[src/rtl/csma_cd_mac_controller_defines.svh]
// ----------------------------------------------------------------------------
// CSMA/CD MAC controller assertion macros
// Shared macros for the concurrent checks placed at the end of the modules.
// ----------------------------------------------------------------------------
`ifndef CSMA_CD_MAC_CONTROLLER_DEFINES_SVH
`define CSMA_CD_MAC_CONTROLLER_DEFINES_SVH

// The condition holds at every clock edge outside reset.
`define CMAC_ASSERT_ALWAYS(label, clk, rst_n, cond, msg) \
    label: assert property (@(posedge clk) disable iff (!rst_n) (cond)) else $error(msg);

// The consequent holds in the same cycle as the antecedent.
`define CMAC_ASSERT_IMPLY(label, clk, rst_n, ante, cons, msg) \
    label: assert property (@(posedge clk) disable iff (!rst_n) (ante) |-> (cons)) \
        else $error(msg);

`endif

[src/rtl/cmac_pkg.sv]
// ----------------------------------------------------------------------------
// CSMA/CD MAC controller package
// Item layouts, event codes, register indexes and shared constants.
// ----------------------------------------------------------------------------
package cmac_pkg;

    localparam int FIFO_DEPTH = 8;
    localparam int FIFO_AW    = 3;
    localparam int CNT_W      = FIFO_AW + 1;
    localparam int MAX_EV     = 3;
    localparam int ROOM_LIMIT = FIFO_DEPTH - 2 * MAX_EV;

    localparam int S_TDATA_W = 40;
    localparam int S_TUSER_W = 2;
    localparam int M_TDATA_W = 16;
    localparam int M_TUSER_W = 3;
    localparam int CFG_AW    = 2;
    localparam int CFG_DW    = 16;

    localparam logic [1:0] FUNC_TICK   = 2'd0;
    localparam logic [1:0] FUNC_REQ    = 2'd1;
    localparam logic [1:0] FUNC_ARRIVE = 2'd2;

    localparam logic [2:0] EV_TX_START = 3'd0;
    localparam logic [2:0] EV_TX_OK    = 3'd1;
    localparam logic [2:0] EV_TX_DROP  = 3'd2;
    localparam logic [2:0] EV_DELIVER  = 3'd3;
    localparam logic [2:0] EV_RX_DROP  = 3'd4;
    localparam logic [2:0] EV_COLL     = 3'd5;
    localparam logic [2:0] EV_READY    = 3'd6;
    localparam logic [2:0] EV_REFUSED  = 3'd7;

    localparam logic [CFG_AW-1:0] CFG_STATION_ADDR  = 2'd0;
    localparam logic [CFG_AW-1:0] CFG_LINK_UP       = 2'd1;
    localparam logic [CFG_AW-1:0] CFG_ATTEMPT_LIMIT = 2'd2;
    localparam logic [CFG_AW-1:0] CFG_BACKOFF_CAP   = 2'd3;

    localparam logic [15:0] BROADCAST_DEST  = 16'hFFFF;
    localparam logic [15:0] LFSR_SEED       = 16'hACE1;
    localparam logic [15:0] LFSR_TAPS       = 16'hB400;
    localparam logic [3:0]  BACKOFF_EXP_MAX = 4'd10;
    localparam logic [4:0]  ATTEMPT_SAT     = 5'd31;

    typedef struct packed {
        logic        frame_error;
        logic [6:0]  pad_bytes;
        logic [15:0] dest_address;
        logic [10:0] frame_bytes;
        logic [1:0]  func;
    } t_item;

    typedef struct packed {
        logic [15:0] station_address;
        logic        link_up;
        logic [4:0]  attempt_limit;
        logic [3:0]  backoff_cap;
    } t_cfg;

    typedef struct packed {
        logic [2:0]  code;
        logic [10:0] length;
        logic        bcast;
    } t_ev;

    typedef struct packed {
        t_ev [MAX_EV-1:0] ev;
        logic [1:0]       cnt;
    } t_evlist;

    typedef struct packed {
        t_ev  ev;
        logic last;
    } t_res;

    function automatic t_evlist add_ev(t_evlist l, logic [2:0] code, logic [10:0] len,
                                       logic bc);
        t_evlist r;
        r = l;
        if (l.cnt < 2'd3) begin
            r.ev[l.cnt] = '{code: code, length: len, bcast: bc};
            r.cnt = l.cnt + 2'd1;
        end
        return r;
    endfunction

endpackage

[src/rtl/csma_cd_mac_controller.sv]
// ----------------------------------------------------------------------------
// CSMA/CD MAC controller
// Half-duplex MAC with carrier sense, collision jam, interframe gap and
// truncated binary exponential backoff, driven by bit-time tick items.
//
// Usage: each slave-side item is a tick, a transmit request or the start of
// an arriving frame, selected by s_axis_tuser. Every item yields zero to three
// result items on the master side; the last of them carries m_axis_tlast.
// An accepted item is registered, then handled in one pass the next cycle;
// its results are pushed into the result queue and taken from there. The controller
// accepts one item per cycle as long as the result queue has room for two
// items' worth of results; a slow receiver fills the queue and then
// s_axis_tready drops until results are taken. Reset empties the queue,
// clears all timers and the pending frame, and restores the register
// defaults (link up, 16 attempts, backoff exponent limit 10).
// Configuration writes take effect at once and belong to idle periods.
// ----------------------------------------------------------------------------
`include "csma_cd_mac_controller_defines.svh"

module csma_cd_mac_controller #(
    parameter int MIN_FRAME_BYTES = 64,
    parameter int HEADER_BYTES    = 14,
    parameter int SLOT_BITS       = 512,
    parameter int GAP_BITS        = 96,
    parameter int JAM_BITS        = 32
) (
    input  logic                            i_clk,
    input  logic                            i_rst_n,
    input  logic                            s_axis_tvalid,
    output logic                            s_axis_tready,
    // frame_bytes, dest_address, pad_bytes, frame_error, zero fill
    input  logic [cmac_pkg::S_TDATA_W-1:0]  s_axis_tdata,
    // func
    input  logic [cmac_pkg::S_TUSER_W-1:0]  s_axis_tuser,
    output logic                            m_axis_tvalid,
    input  logic                            m_axis_tready,
    // delivered_length, is_broadcast, zero fill
    output logic [cmac_pkg::M_TDATA_W-1:0]  m_axis_tdata,
    // event_code
    output logic [cmac_pkg::M_TUSER_W-1:0]  m_axis_tuser,
    output logic                            m_axis_tlast,
    input  logic                            i_cfg_we,
    input  logic [cmac_pkg::CFG_AW-1:0]     i_cfg_addr,
    input  logic [cmac_pkg::CFG_DW-1:0]     i_cfg_wdata
);
    import cmac_pkg::*;

    t_cfg    r_cfg;
    logic    r_in_valid;
    t_item   r_in;
    t_evlist events;
    t_res    res;
    logic    room;
    logic    in_acc;

    assign s_axis_tready = room;
    assign in_acc        = s_axis_tvalid && room;

    always_ff @(posedge i_clk) begin
        if (!i_rst_n) begin
            r_cfg.station_address <= '0;
            r_cfg.link_up         <= 1'b1;
            r_cfg.attempt_limit   <= 5'd16;
            r_cfg.backoff_cap     <= 4'd10;
        end else if (i_cfg_we) begin
            unique case (i_cfg_addr)
                CFG_STATION_ADDR:  r_cfg.station_address <= i_cfg_wdata;
                CFG_LINK_UP:       r_cfg.link_up         <= i_cfg_wdata[0];
                CFG_ATTEMPT_LIMIT: r_cfg.attempt_limit   <= i_cfg_wdata[4:0];
                CFG_BACKOFF_CAP:   r_cfg.backoff_cap     <= i_cfg_wdata[3:0];
                default: begin
                end
            endcase
        end
    end

    always_ff @(posedge i_clk) begin
        if (!i_rst_n) begin
            r_in_valid <= 1'b0;
        end else begin
            r_in_valid <= in_acc;
        end
    end

    always_ff @(posedge i_clk) begin
        if (in_acc) begin
            r_in.func         <= s_axis_tuser;
            r_in.frame_bytes  <= s_axis_tdata[10:0];
            r_in.dest_address <= s_axis_tdata[26:11];
            r_in.pad_bytes    <= s_axis_tdata[33:27];
            r_in.frame_error  <= s_axis_tdata[34];
        end
    end

    cmac_core #(
        .MIN_FRAME_BYTES (MIN_FRAME_BYTES),
        .HEADER_BYTES    (HEADER_BYTES),
        .SLOT_BITS       (SLOT_BITS),
        .GAP_BITS        (GAP_BITS),
        .JAM_BITS        (JAM_BITS)
    ) u_core (
        .i_clk    (i_clk),
        .i_rst_n  (i_rst_n),
        .i_valid  (r_in_valid),
        .i_item   (r_in),
        .i_cfg    (r_cfg),
        .o_events (events)
    );

    cmac_fifo u_fifo (
        .i_clk   (i_clk),
        .i_rst_n (i_rst_n),
        .i_push  (events),
        .i_pop   (m_axis_tready),
        .o_valid (m_axis_tvalid),
        .o_res   (res),
        .o_room  (room)
    );

    assign m_axis_tdata = {4'b0000, res.ev.bcast, res.ev.length};
    assign m_axis_tuser = res.ev.code;
    assign m_axis_tlast = res.last;

    `CMAC_ASSERT_IMPLY(a_refuse_alone, i_clk, i_rst_n, r_in_valid && events.cnt != 2'd0 && events.ev[0].code == EV_REFUSED, events.cnt == 2'd1, "refused request produced extra results")
    `CMAC_ASSERT_IMPLY(a_bcast_only_deliver, i_clk, i_rst_n, m_axis_tvalid && res.ev.bcast, res.ev.code == EV_DELIVER, "broadcast flag on a non-delivery result")
    `CMAC_ASSERT_IMPLY(a_len_only_deliver, i_clk, i_rst_n, m_axis_tvalid && res.ev.code != EV_DELIVER, res.ev.length == '0, "length on a non-delivery result")

endmodule

[src/rtl/cmac_fifo.sv]
// ----------------------------------------------------------------------------
// CSMA/CD MAC result queue
// Takes up to three results per cycle and hands them out one at a time.
// ----------------------------------------------------------------------------
`include "csma_cd_mac_controller_defines.svh"

module cmac_fifo (
    input  logic             i_clk,
    input  logic             i_rst_n,
    input  cmac_pkg::t_evlist i_push,
    input  logic             i_pop,
    output logic             o_valid,
    output cmac_pkg::t_res   o_res,
    output logic             o_room
);
    import cmac_pkg::*;

    t_res               r_mem [FIFO_DEPTH];
    logic [FIFO_AW-1:0] r_wr;
    logic [FIFO_AW-1:0] r_rd;
    logic [CNT_W-1:0]   r_count;
    logic               do_pop;

    assign o_valid = (r_count != '0);
    assign o_res   = r_mem[r_rd];
    assign o_room  = (r_count <= CNT_W'(ROOM_LIMIT));
    assign do_pop  = o_valid && i_pop;

    always_ff @(posedge i_clk) begin
        for (int i = 0; i < MAX_EV; i++) begin
            if (2'(i) < i_push.cnt) begin
                r_mem[r_wr + FIFO_AW'(i)] <= '{ev: i_push.ev[i],
                                               last: ((2'(i) + 2'd1) == i_push.cnt)};
            end
        end
    end

    always_ff @(posedge i_clk) begin
        if (!i_rst_n) begin
            r_wr    <= '0;
            r_rd    <= '0;
            r_count <= '0;
        end else begin
            r_wr    <= r_wr + FIFO_AW'(i_push.cnt);
            r_rd    <= r_rd + FIFO_AW'(do_pop);
            r_count <= r_count + CNT_W'(i_push.cnt) - CNT_W'(do_pop);
        end
    end

    `CMAC_ASSERT_ALWAYS(a_count_range, i_clk, i_rst_n, r_count <= CNT_W'(FIFO_DEPTH), "queue count above depth")
    `CMAC_ASSERT_IMPLY(a_no_overflow, i_clk, i_rst_n, i_push.cnt != 2'd0, (r_count + CNT_W'(i_push.cnt)) <= CNT_W'(FIFO_DEPTH), "queue overflow on push")

endmodule

[src/rtl/cmac_core.sv]
// ----------------------------------------------------------------------------
// CSMA/CD MAC protocol core
// Holds the timers, retry state and random source, and turns one registered
// item into its state update and up to three results combinationally.
// ----------------------------------------------------------------------------
`include "csma_cd_mac_controller_defines.svh"

module cmac_core #(
    parameter int MIN_FRAME_BYTES = 64,
    parameter int HEADER_BYTES    = 14,
    parameter int SLOT_BITS       = 512,
    parameter int GAP_BITS        = 96,
    parameter int JAM_BITS        = 32
) (
    input  logic              i_clk,
    input  logic              i_rst_n,
    input  logic              i_valid,
    input  cmac_pkg::t_item   i_item,
    input  cmac_pkg::t_cfg    i_cfg,
    output cmac_pkg::t_evlist o_events
);
    import cmac_pkg::*;

    localparam int WIRE_MAX = (2047 + HEADER_BYTES > MIN_FRAME_BYTES) ?
                              (2047 + HEADER_BYTES) : MIN_FRAME_BYTES;
    localparam int TX_W  = $clog2(8 * WIRE_MAX + 1);
    localparam int RX_W  = $clog2(8 * 2047 + 1);
    localparam int GAP_W = $clog2(JAM_BITS + GAP_BITS + 1);
    localparam int BO_W  = $clog2(1023 * SLOT_BITS + JAM_BITS + GAP_BITS + 1);

    typedef enum logic [1:0] {
        MODE_IDLE = 2'd0,
        MODE_SEND = 2'd1,
        MODE_RECV = 2'd2
    } t_mode;

    t_mode             r_mode, n_mode;
    logic [TX_W-1:0]   r_tx, n_tx;
    logic [RX_W-1:0]   r_rx, n_rx;
    logic [GAP_W-1:0]  r_gap, n_gap;
    logic [BO_W-1:0]   r_bo, n_bo;
    logic [4:0]        r_att, n_att;
    logic              r_pend, n_pend;
    logic [10:0]       r_plen, n_plen;
    logic [15:0]       r_rx_dest, n_rx_dest;
    logic [10:0]       r_rx_len, n_rx_len;
    logic [6:0]        r_rx_pad, n_rx_pad;
    logic              r_rx_err, n_rx_err;
    logic [15:0]       r_lfsr, n_lfsr;
    logic              r_upw, n_upw;
    t_evlist           n_ev;

    always_comb begin
        logic            tx_f, rx_f, bo_f, gd, lsb, hit;
        logic [TX_W-1:0] wire_len;
        logic [5:0]      tries;
        logic [3:0]      cap, k;
        logic [9:0]      mask, rnd;
        logic [7:0]      strip;

        n_mode    = r_mode;
        n_tx      = r_tx;
        n_rx      = r_rx;
        n_gap     = r_gap;
        n_bo      = r_bo;
        n_att     = r_att;
        n_pend    = r_pend;
        n_plen    = r_plen;
        n_rx_dest = r_rx_dest;
        n_rx_len  = r_rx_len;
        n_rx_pad  = r_rx_pad;
        n_rx_err  = r_rx_err;
        n_lfsr    = r_lfsr;
        n_upw     = r_upw;
        n_ev      = '0;
        tx_f      = 1'b0;
        rx_f      = 1'b0;
        bo_f      = 1'b0;
        gd        = 1'b0;
        lsb       = 1'b0;
        hit       = 1'b0;
        wire_len  = TX_W'(r_plen) + TX_W'(HEADER_BYTES);
        tries     = '0;
        cap       = '0;
        k         = '0;
        mask      = '0;
        rnd       = '0;
        strip     = 8'(HEADER_BYTES) + {1'b0, r_rx_pad};

        if (i_valid) begin
            unique case (i_item.func)
                FUNC_TICK: begin
                    if (n_tx != '0) begin
                        n_tx = n_tx - TX_W'(1);
                        tx_f = (n_tx == '0);
                    end
                    if (n_rx != '0) begin
                        n_rx = n_rx - RX_W'(1);
                        rx_f = (n_rx == '0);
                    end
                    if (n_bo != '0) begin
                        n_bo = n_bo - BO_W'(1);
                        bo_f = (n_bo == '0);
                    end
                    if (n_gap != '0) begin
                        n_gap = n_gap - GAP_W'(1);
                        gd    = (n_gap == '0);
                    end
                    if (tx_f) begin
                        n_pend = 1'b0;
                        n_att  = '0;
                        n_bo   = '0;
                        n_gap  = GAP_W'(GAP_BITS);
                        n_ev   = add_ev(n_ev, EV_TX_OK, '0, 1'b0);
                    end
                    if (rx_f) begin
                        hit = ((r_rx_dest == BROADCAST_DEST) ||
                               (r_rx_dest == i_cfg.station_address)) && !r_rx_err;
                        if (hit) begin
                            n_ev = add_ev(n_ev, EV_DELIVER,
                                          (r_rx_len > {3'b000, strip}) ?
                                          (r_rx_len - {3'b000, strip}) : 11'd0,
                                          r_rx_dest == BROADCAST_DEST);
                        end else begin
                            n_ev = add_ev(n_ev, EV_RX_DROP, '0, 1'b0);
                        end
                        n_gap = GAP_W'(GAP_BITS);
                    end
                    if (bo_f && n_pend) begin
                        if (n_att < ATTEMPT_SAT) begin
                            n_att = n_att + 5'd1;
                        end
                        if (!i_cfg.link_up) begin
                            n_pend = 1'b0;
                            n_att  = '0;
                            n_bo   = '0;
                        end else if (n_gap == '0 && !gd && n_mode == MODE_IDLE) begin
                            if (wire_len < TX_W'(MIN_FRAME_BYTES)) begin
                                wire_len = TX_W'(MIN_FRAME_BYTES);
                            end
                            n_tx   = wire_len << 3;
                            n_mode = MODE_SEND;
                            n_ev   = add_ev(n_ev, EV_TX_START, '0, 1'b0);
                        end
                    end
                    if (gd) begin
                        n_mode = MODE_IDLE;
                        if (n_pend) begin
                            if (n_bo == '0) begin
                                if (!i_cfg.link_up) begin
                                    n_pend = 1'b0;
                                    n_att  = '0;
                                    n_bo   = '0;
                                end else if (n_gap == '0) begin
                                    if (wire_len < TX_W'(MIN_FRAME_BYTES)) begin
                                        wire_len = TX_W'(MIN_FRAME_BYTES);
                                    end
                                    n_tx   = wire_len << 3;
                                    n_mode = MODE_SEND;
                                    n_ev   = add_ev(n_ev, EV_TX_START, '0, 1'b0);
                                end
                            end
                        end else if (n_upw && n_bo == '0) begin
                            n_upw = 1'b0;
                            n_ev  = add_ev(n_ev, EV_READY, '0, 1'b0);
                        end
                    end
                end
                FUNC_REQ: begin
                    if (!i_cfg.link_up || r_pend) begin
                        n_ev = add_ev(n_ev, EV_REFUSED, '0, 1'b0);
                    end else begin
                        n_pend   = 1'b1;
                        n_plen   = i_item.frame_bytes;
                        n_att    = '0;
                        n_upw    = 1'b1;
                        wire_len = TX_W'(i_item.frame_bytes) + TX_W'(HEADER_BYTES);
                        if (r_gap == '0 && r_mode == MODE_IDLE) begin
                            if (wire_len < TX_W'(MIN_FRAME_BYTES)) begin
                                wire_len = TX_W'(MIN_FRAME_BYTES);
                            end
                            n_tx   = wire_len << 3;
                            n_mode = MODE_SEND;
                            n_ev   = add_ev(n_ev, EV_TX_START, '0, 1'b0);
                        end
                    end
                end
                FUNC_ARRIVE: begin
                    if (!i_cfg.link_up || (r_mode != MODE_IDLE && r_gap != '0)) begin
                        n_ev = add_ev(n_ev, EV_RX_DROP, '0, 1'b0);
                    end else if (r_mode == MODE_IDLE) begin
                        n_mode    = MODE_RECV;
                        n_rx_dest = i_item.dest_address;
                        n_rx_len  = i_item.frame_bytes;
                        n_rx_pad  = i_item.pad_bytes;
                        n_rx_err  = i_item.frame_error;
                        n_rx      = (i_item.frame_bytes != '0) ?
                                    RX_W'({i_item.frame_bytes, 3'b000}) : RX_W'(1);
                    end else begin
                        n_gap = GAP_W'(JAM_BITS + GAP_BITS);
                        n_ev  = add_ev(n_ev, EV_COLL, '0, 1'b0);
                        if (r_mode == MODE_SEND) begin
                            n_tx = '0;
                            if (r_pend && r_bo == '0) begin
                                tries = {1'b0, r_att} + 6'd1;
                                if (tries < {1'b0, i_cfg.attempt_limit}) begin
                                    cap = (i_cfg.backoff_cap < BACKOFF_EXP_MAX) ?
                                          i_cfg.backoff_cap : BACKOFF_EXP_MAX;
                                    k   = (tries < {2'b00, cap}) ? tries[3:0] : cap;
                                    lsb    = r_lfsr[0];
                                    n_lfsr = r_lfsr >> 1;
                                    if (lsb) begin
                                        n_lfsr = n_lfsr ^ LFSR_TAPS;
                                    end
                                    mask = ~(10'h3FF << k);
                                    rnd  = n_lfsr[9:0] & mask;
                                    n_bo = BO_W'(rnd) * BO_W'(SLOT_BITS) +
                                           BO_W'(JAM_BITS + GAP_BITS);
                                end else begin
                                    n_pend = 1'b0;
                                    n_att  = '0;
                                    n_bo   = '0;
                                    n_ev   = add_ev(n_ev, EV_TX_DROP, '0, 1'b0);
                                end
                            end
                        end else begin
                            n_rx = '0;
                        end
                    end
                end
                default: begin
                end
            endcase
        end
    end

    assign o_events = n_ev;

    always_ff @(posedge i_clk) begin
        if (!i_rst_n) begin
            r_mode    <= MODE_IDLE;
            r_tx      <= '0;
            r_rx      <= '0;
            r_gap     <= '0;
            r_bo      <= '0;
            r_att     <= '0;
            r_pend    <= 1'b0;
            r_plen    <= '0;
            r_rx_dest <= '0;
            r_rx_len  <= '0;
            r_rx_pad  <= '0;
            r_rx_err  <= 1'b0;
            r_lfsr    <= LFSR_SEED;
            r_upw     <= 1'b0;
        end else begin
            r_mode    <= n_mode;
            r_tx      <= n_tx;
            r_rx      <= n_rx;
            r_gap     <= n_gap;
            r_bo      <= n_bo;
            r_att     <= n_att;
            r_pend    <= n_pend;
            r_plen    <= n_plen;
            r_rx_dest <= n_rx_dest;
            r_rx_len  <= n_rx_len;
            r_rx_pad  <= n_rx_pad;
            r_rx_err  <= n_rx_err;
            r_lfsr    <= n_lfsr;
            r_upw     <= n_upw;
        end
    end

    `CMAC_ASSERT_IMPLY(a_backoff_needs_frame, i_clk, i_rst_n, !r_pend, r_bo == '0,
                       "backoff running without a pending frame")
    `CMAC_ASSERT_IMPLY(a_attempts_need_frame, i_clk, i_rst_n, r_att != '0, r_pend,
                       "attempt count kept after frame was released")
    `CMAC_ASSERT_ALWAYS(a_lfsr_nonzero, i_clk, i_rst_n, r_lfsr != '0,
                        "random source locked at zero")

endmodule
[config.mk]
export PLATFORM = sky130hd
export DESIGN_NAME = csma_cd_mac_controller
export DESIGN_NICKNAME = d
export VERILOG_FILES = /design/src/rtl/cmac_pkg.sv /design/src/rtl/csma_cd_mac_controller.sv /design/src/rtl/cmac_fifo.sv /design/src/rtl/cmac_core.sv
export VERILOG_INCLUDE_DIRS = /design/src /design/src/rtl
export SDC_FILE = /design/constraint.sdc
export NUM_CORES = 1
export LEC_CHECK = 0
export BUFFER_PORTS_ARGS = -buffer_cell sky130_fd_sc_hd__buf_2
export CAP_MARGIN = 20
export CORE_MARGIN = 2
export CORE_UTILIZATION = 49
export CTS_BUF_LIST = sky130_fd_sc_hd__clkbuf_8
export CTS_CLUSTER_SIZE = 20
export DETAILED_ROUTE_END_ITERATION = 8
export HOLD_SLACK_MARGIN = 0.12
export PLACE_DENSITY = 0.76
export RECOVER_POWER = 25
export SETUP_SLACK_MARGIN = 0.2
export SLEW_MARGIN = 0
export SYNTH_ARGS = -nofsm -noshare
export SYNTH_HDL_FRONTEND = slang
export SYNTH_SLANG_ARGS = --single-unit
[constraint.sdc]
create_clock -name i_clk -period 7.5 [get_ports i_clk]
set_input_delay 1.5 -clock i_clk [delete_from_list [all_inputs] [get_ports i_clk]]
set_output_delay 1.5 -clock i_clk [all_outputs]
set_load 0.005 [all_outputs]
==> results of run 1 <==
worst max-delay path: cells and delay by family (launching register included):
kind,cells,cell delay [ns]
compound gates,4,1.76
xor+xnor,1,0.18
fa+ha+maj,1,0.30
simple gates,6,2.85
flops,1,0.36
buf+inv,2,0.40
registers in the layout, summed over array words and instances, names as in the netlist, 8 cells and up:
signal            cells
u_core.r_bo          19
r_in                 37
u_core.r_rx_len      11
u_core.r_tx          15
u_core.r_plen        11
u_core.r_lfsr        16
u_core.r_rx_dest     16
u_fifo.r_mem        128
u_core.r_gap          8
u_core.r_rx          14
r_cfg                26
how the worst max path moves through the flow:
stage	endpoint	cells after the start	start	slack (ns)
floorplan	u_fifo.r_mem[0][0]	19	u_core.r_rx[0]	0.97
global placement	u_fifo.r_mem[1][7]	15	u_core.r_rx[0]	1.52
global route	u_fifo.r_mem[1][5]	15	u_core.r_rx[0]	0.80
CTS	u_fifo.r_mem[1][5]	14	u_core.r_bo[0]	1.39
detailed placement	u_fifo.r_mem[1][6]	15	u_core.r_rx[0]	1.42
finish	u_fifo.r_mem[1][6]	14	u_core.r_bo[0]	1.30
cell families (layout without fill, tap and decap cells):
family                   Yosys count  after routing  share of synthesized area (%)
AO/OA/AOI/OAI                    419            419                           14.7
XOR/XNOR                          71             71                           3.25
adder cells (fa/ha/maj)           51             51                           3.45
buffers and inverters            201            260                           4.53
flip-flops                       329            329                           43.0
multiplexers                     129            129                           9.15
other                              1              4                         0.0196
AND/OR/NAND/NOR                  840            840                           21.9
power breakdown:
part / internal (mW) / total (mW) / switching [mW] / leakage (nW)
clock network: 0.915 / 1.66 / 0.746 / 0.668
registers: 2.03 / 2.20 / 0.168 / 2.73
logic: 0.630 / 1.52 / 0.891 / 3.86
per-layer routing:
layer | vias up | track usage [%]
met5 | - | 0
met4 | 0 | 6.62
met3 | 91 | 3.24
met2 | 585 | 38.9
met1 | 7641 | 30.5
li1 | 7534 | -
placed cells by master, fill, tap and decap left out, types with 21 or more instances in the layout:
cell | Yosys | routed
nand2_1 | 271 | 271
edfxtp_1 | 165 | 165
nor2_1 | 163 | 163
dfxtp_1 | 164 | 162
a21oi_1 | 149 | 149
nor3_1 | 120 | 119
buf_2 | 21 | 76
inv_1 | 58 | 74
mux2i_1 | 72 | 72
clkbuf_8 | 0 | 70
nand3_1 | 60 | 60
o21ai_0 | 59 | 58
ha_1 | 48 | 48
xnor2_1 | 45 | 45
mux4_2 | 32 | 32
nand4_1 | 31 | 31
xor2_1 | 26 | 26
o211ai_1 | 25 | 25
or3_1 | 21 | 21
layout make-up:
| class | instances | area share, % |
|---|---|---|
| multi-input cells | 1514 | 48.3 |
| flip-flops and latches | 329 | 39.4 |
| clock buffers | 70 | 4.60 |
| well taps | 518 | 3.10 |
| repair buffers | 98 | 2.58 |
| inverters | 59 | 1.06 |
| clock inverters | 33 | 1.01 |
metrics by stage:
stage	util, %	std cells	worst slack [ns]
final	54.1	2621	1.30
after CTS	54.1	2620	1.39
after detailed placement	51.1	2517	1.42
after global placement	51.1	2517	1.52
after floorplan	-	2044	0.969
after global routing	54.1	2621	0.796
==> qor.yml, run 1 <==
outcome: "complete, but fails checks"
failed_checks: "capacitance limit, slew limit"
finalSetupViolations: 0
wirelength_um: 47700
avgRoutedWirePerCell_um: 18.2
drtPass1Iterations: 6
max_stage_delay_ns: 0.92
grt_pass1_wl_um: 77300
clkLatencyLatePin_ns: 0.61
antenna_found_initial: 0
reg2reg_depth: 14
cp_slowest_cell: "a21oi_1"
ys_types: 101
arrival_ns: 6.49
post_drt_via_cell_ratio: 6.05
hp-class: "register to register"
wl_met2_um: 23200
core_area_um2: 38600
end_kind: "register"
peakVddDrop_v: 0.000209
fillerInstances: 3423
ctsHoldBuffers: 0
async_flop_share_pct: 0
dieArea_um2: 40700
hold-path-endpoint: "u_core.r_rx_len[0]"
critPathMaxFanout: 13
drc: 0
r2r_setup_slack_ns: 1.30
synth_area_leader_cell: "edfxtp_1"
power.density_nw_per_um2: 257
multiInputGateArea_um2: 10100
start_kind: "register"
leakage_nw: 7.26
htree_levels: 2
numClockSinks: 329
drive_gt1_share_pct: 14.6
cts_resized: 0
clkSlewWorstSetupHoldPaths_ns: 0.06
areaGrowthSynthToFinish_pct: 9.19
synthCells: 2041
die_y_um: 202
synth-seq-cells: 329
nets: 2173
vias: 15900
start_util_pct: 49.6
relSlewSlack_pct: -79.4
synth_area_leaders: "edfxtp_1 26%, dfxtp_1 17%, nand2_1 5.3%"
holdPathStages: 2
yosysMostFrequentCell: "nand2_1"
wl_met1_um: 20600
rows: 72
synth.cell_area_um2: 19200
fin_skew_ns: 0.0238
grt_use_total_pct: 22.9
regArea_um2: 8240
cts_tree: "yes"
cts_inserted_buffers: 55
post-route-min-period_ns: 6.20
yosysWarnings: 0
yosysSeqAreaShare_pct: 43.0
cp.required_ns: 7.79
worst_hold_slack_ns: 0.458
reg2reg_to: "u_fifo.r_mem[1][6]"
synth_top_cell_area_share_pct: 25.9
slew_violations: 168
max-cap-violations: 3
grt_pass1_vias: 15000
overflow: 0
final-hold-violation-count: 0
synthFlopType: "edfxtp_1"
io_buffers: 77
period_share_pct: 82.7
total_power_mw: 5.38
synth-edff-count: 165
die_x_um: 202
wl_met3_um: 2910
antennaDiodeCount: 0
drt_iter0_drc: 1440
post_cts_buffers: 0
post_dp_cell_area_um2: 19700
avgSynthCellArea_um2: 9.39
hp-start: "u_core.r_rx_len[0]"
routed.top_layer: "met4"
rsz0062_at_grt: "false"
crit_type: "register to register"
fin_tns_setup_ns: 0
grt_start_max_net_pins: 98
io_pins: 87
clockBufferDepth: 3
cts_root_buf: "clkbuf_8"
gp_congestion: 0.904
dp.final_hpwl_um: 33500
synthTopCellsByCount: "271 x nand2_1, 165 x edfxtp_1, 164 x dfxtp_1"
stdcell_area_um2: 20900
r2r-start: "u_core.r_bo[0]"
detail-route-antenna-nets: 0
tightest_slew_ns: 2.69
path_cells: "inv_1 > ha_1 > nor4b_1 > nand4_1 > xnor2_1 > or4_4 > nor2_1 > and3_1 > o22ai_2 > or4_1 > a21oi_1 > a31oi_1 > o311ai_2 > buf_4"
clock.fmax_mhz: 161
Power figures use the tool's default switching activity.
==> run 2: changes to the inputs <==
--- a/config.mk
+++ b/config.mk
@@ -14,7 +14,7 @@
 export CTS_CLUSTER_SIZE = 20
 export DETAILED_ROUTE_END_ITERATION = 8
 export HOLD_SLACK_MARGIN = 0.12
-export PLACE_DENSITY = 0.76
+export PLACE_DENSITY = 0.78
 export RECOVER_POWER = 25
 export SETUP_SLACK_MARGIN = 0.2
 export SLEW_MARGIN = 0
==> constraint.sdc (replaced) <==
create_clock -name i_clk -period 5.2 [get_ports i_clk]
set_input_delay 1.04 -clock i_clk [delete_from_list [all_inputs] [get_ports i_clk]]
set_output_delay 1.04 -clock i_clk [all_outputs]
set_load 0.005 [all_outputs]
==> run 2 against run 1 <==
Via count rose by 1.2%. Fmax rose by 29%. Count of clock-buffer cells in the layout down 16. Wire length increased by 2.2%. Cell count rose by 1.6%. First-iteration DRC count is 3.5% higher. Clock skew up 0.0068 ns. Critical endpoint is now u_fifo.r_count[3]. Clock power up 35%. Setup slack got worse by 0.92 ns. Utilization increased by 0.88 points. Flip-flop and latch count did not move. Sequential share of layout area shrank 0.63 points. The run still ends with capacitance limit, slew limit left.
==> qor.yml, run 2 (same netlist as run 1, synthesis figures left out) <==
largest_register: "u_fifo.r_mem"
r2r_setup_slack_ns: 0.38  # -0.92 ns
post_drt_via_cell_ratio: 6.02  # -0.39%
grt_pass1_vias: 15400  # +2.4%
io_pins: 87  # unchanged
max-cap-violations: 3  # unchanged
final_cell_mix: "271 x nand2_1, 165 x edfxtp_1, 162 x nor2_1, 162 x dfxtp_1, 149 x a21oi_1"
layout_commonest_cell: "nand2_1"
drc: 0  # unchanged
grt_pass1_wl_um: 78900  # +2.1%
dieArea_um2: 40700  # unchanged
cts_root_buf: "clkbuf_8"
htree_levels: 2  # unchanged
power.density_nw_per_um2: 360  # +40%
areaGrowthSynthToFinish_pct: 11.0
gp_congestion: 0.921  # +1.9%
cts_inserted_buffers: 53  # -3.6%
clkLatencyLatePin_ns: 0.61  # about the same
cp-startpoint: "u_core.r_bo[0]"
vias: 16000  # +1.2%
top_regs: "u_fifo.r_mem: 128 flops, r_in: 37 flops, r_cfg: 26 flops"
clockBufferDepth: 3  # unchanged
avgRoutedWirePerCell_um: 18.3  # +0.58%
cp.required_ns: 5.66  # -2.13 ns
die_x_um: 202  # unchanged
final-hold-violation-count: 0  # unchanged
nets: 2220  # +2.2%
tightest_slew_ns: 2.73  # +0.0432 ns
core_area_um2: 38600  # unchanged
antennaDiodeCount: 0  # unchanged
cts_tree: "yes"
hp-class: "register to register"
relSlewSlack_pct: -82.3  # -2.9 points
finalSetupViolations: 0  # unchanged
fin_tns_setup_ns: 0  # unchanged
worst_hold_slack_ns: 0.460  # +0.00261 ns
clkSlewWorstSetupHoldPaths_ns: 0.06  # about the same
post-route-min-period_ns: 4.82  # -1.38 ns
multiInputGateArea_um2: 10200  # +0.55%
reg2reg_to: "u_fifo.r_count[3]"
end_kind: "register"
dp.final_hpwl_um: 34600  # +3.5%
io_buffers: 77  # unchanged
overflow: 0  # unchanged
drt_iter0_drc: 1490  # +3.5%
drive_gt1_share_pct: 16.2  # +1.5 points
antenna_found_initial: 0  # unchanged
leakage_nw: 7.41  # +2.1%
fillerInstances: 3395  # -0.82%
peakVddDrop_v: 0.000232  # +11%
die_y_um: 202  # unchanged
arrival_ns: 5.29  # -1.20 ns
r2r-start: "u_core.r_bo[0]"
largest_reg_flops: 128  # unchanged
hold-path-endpoint: "u_core.r_lfsr[14]"
reg2reg_depth: 19  # +5
period_share_pct: 92.8  # +10 points
grt_use_total_pct: 23.6  # +0.68 points
holdPathStages: 2  # unchanged
crit_type: "register to register"
rows: 72  # unchanged
fin_skew_ns: 0.0306  # +0.00675 ns
hp-start: "u_core.r_lfsr[15]"
detail-route-antenna-nets: 0  # unchanged
regArea_um2: 8240  # unchanged
clock.fmax_mhz: 207  # +29%
start_kind: "register"
start_util_pct: 49.6  # unchanged
drtPass1Iterations: 5  # -1
slew_violations: 172  # +2.4%
critPathMaxFanout: 8  # -5
grt_start_max_net_pins: 102  # +4.1%
numClockSinks: 329  # unchanged
ctsHoldBuffers: 0  # unchanged
rsz0062_at_grt: "false"
outcome: "complete, but fails checks"
wirelength_um: 48700  # +2.2%
failed_checks: "capacitance limit, slew limit"
==> run 2: cell types whose count changed in the layout (fill, tap and decap cells not counted), moves of 2 or more <==
cell / before / now
buf_12: 0 / 3
buf_4: 20 / 64
buf_6: 0 / 2
bufinv_16: 2 / 5
clkbuf_8: 70 / 54
clkinv_1: 3 / 9
clkinv_2: 7 / 5
clkinvlp_4: 1 / 3
ha_1: 48 / 46
ha_2: 0 / 2
inv_1: 74 / 78
inv_6: 2 / 0
==> run 2: final cells by class <==
cell class              instances  share of cell area (%)
multi-input cells            1514                    47.7
inverters                      59                    1.04
flip-flops and latches        329                    38.8
well taps                     518                    3.05
clock inverters                42                    1.44
clock buffers                  54                    3.50
repair buffers                147                    4.47
==> run 2: worst max-delay path, stage by stage (launching register included) <==
cell	delay, ns
dfxtp_1	0.37
inv_1	0.12
ha_2	0.26
or4b_4	0.56
nor4b_2	0.23
a41oi_1	0.07
o211a_1	0.30
or4b_4	0.57
nor4_4	0.29
buf_4	0.19
mux2i_2	0.26
a21o_1	0.18
nor2_2	0.08
ha_1	0.34
inv_1	0.06
ha_1	0.28
a21o_1	0.18
a21oi_1	0.16
xnor2_1	0.13
nor2_1	0.05
==> run 2: layer usage <==
metal	GRT usage (%)	wire length, µm	vias to the layer above
met5	0	0	-
met4	7.33	1210	0
met3	3.37	3000	110
met2	40.6	23900	586
met1	30.7	20600	7715
li1	-	-	7631
==> run 2: worst max-delay path by stage <==
stage                                     to  depth (start not counted)  slack (ns)
after floorplan           u_fifo.r_mem[2][0]                         18        0.18
after global placement    u_fifo.r_mem[2][9]                         16        0.30
after detailed placement  u_fifo.r_mem[2][7]                         15        0.22
after CTS                 u_fifo.r_mem[1][3]                         15        0.28
after global routing       u_fifo.r_count[3]                         19        0.15
final                      u_fifo.r_count[3]                         19        0.38
==> run 2: power breakdown <==
group	switching, mW	internal [mW]
clock	1.03	1.21
sequential	0.277	2.93
combinational	1.26	0.948
total	2.57	5.09
==> run 2: timing repair <==
| item | 4_1_cts | 5_1_grt |
|---|---|---|
| pin swaps | 0 | 3 |
| setup endpoints to repair | 10 | 200 |
| setup buffers | 0 | 5 |
| resized for setup | 1 | 10 |
==> run 2: stage by stage <==
stage	power [mW]	util [%]	instance area [µm²]	worst slack [ns]	cells
6_report	7.66	55.0	21300	0.375	2663
5_1_grt	8.08	55.0	21300	0.149	2663
4_1_cts	7.65	54.8	21200	0.280	2657
3_5_place_dp	5.41	52.1	20100	0.221	2561
3_3_place_gp	5.34	52.1	20100	0.304	2561
2_1_floorplan	4.82	-	19200	0.176	2044
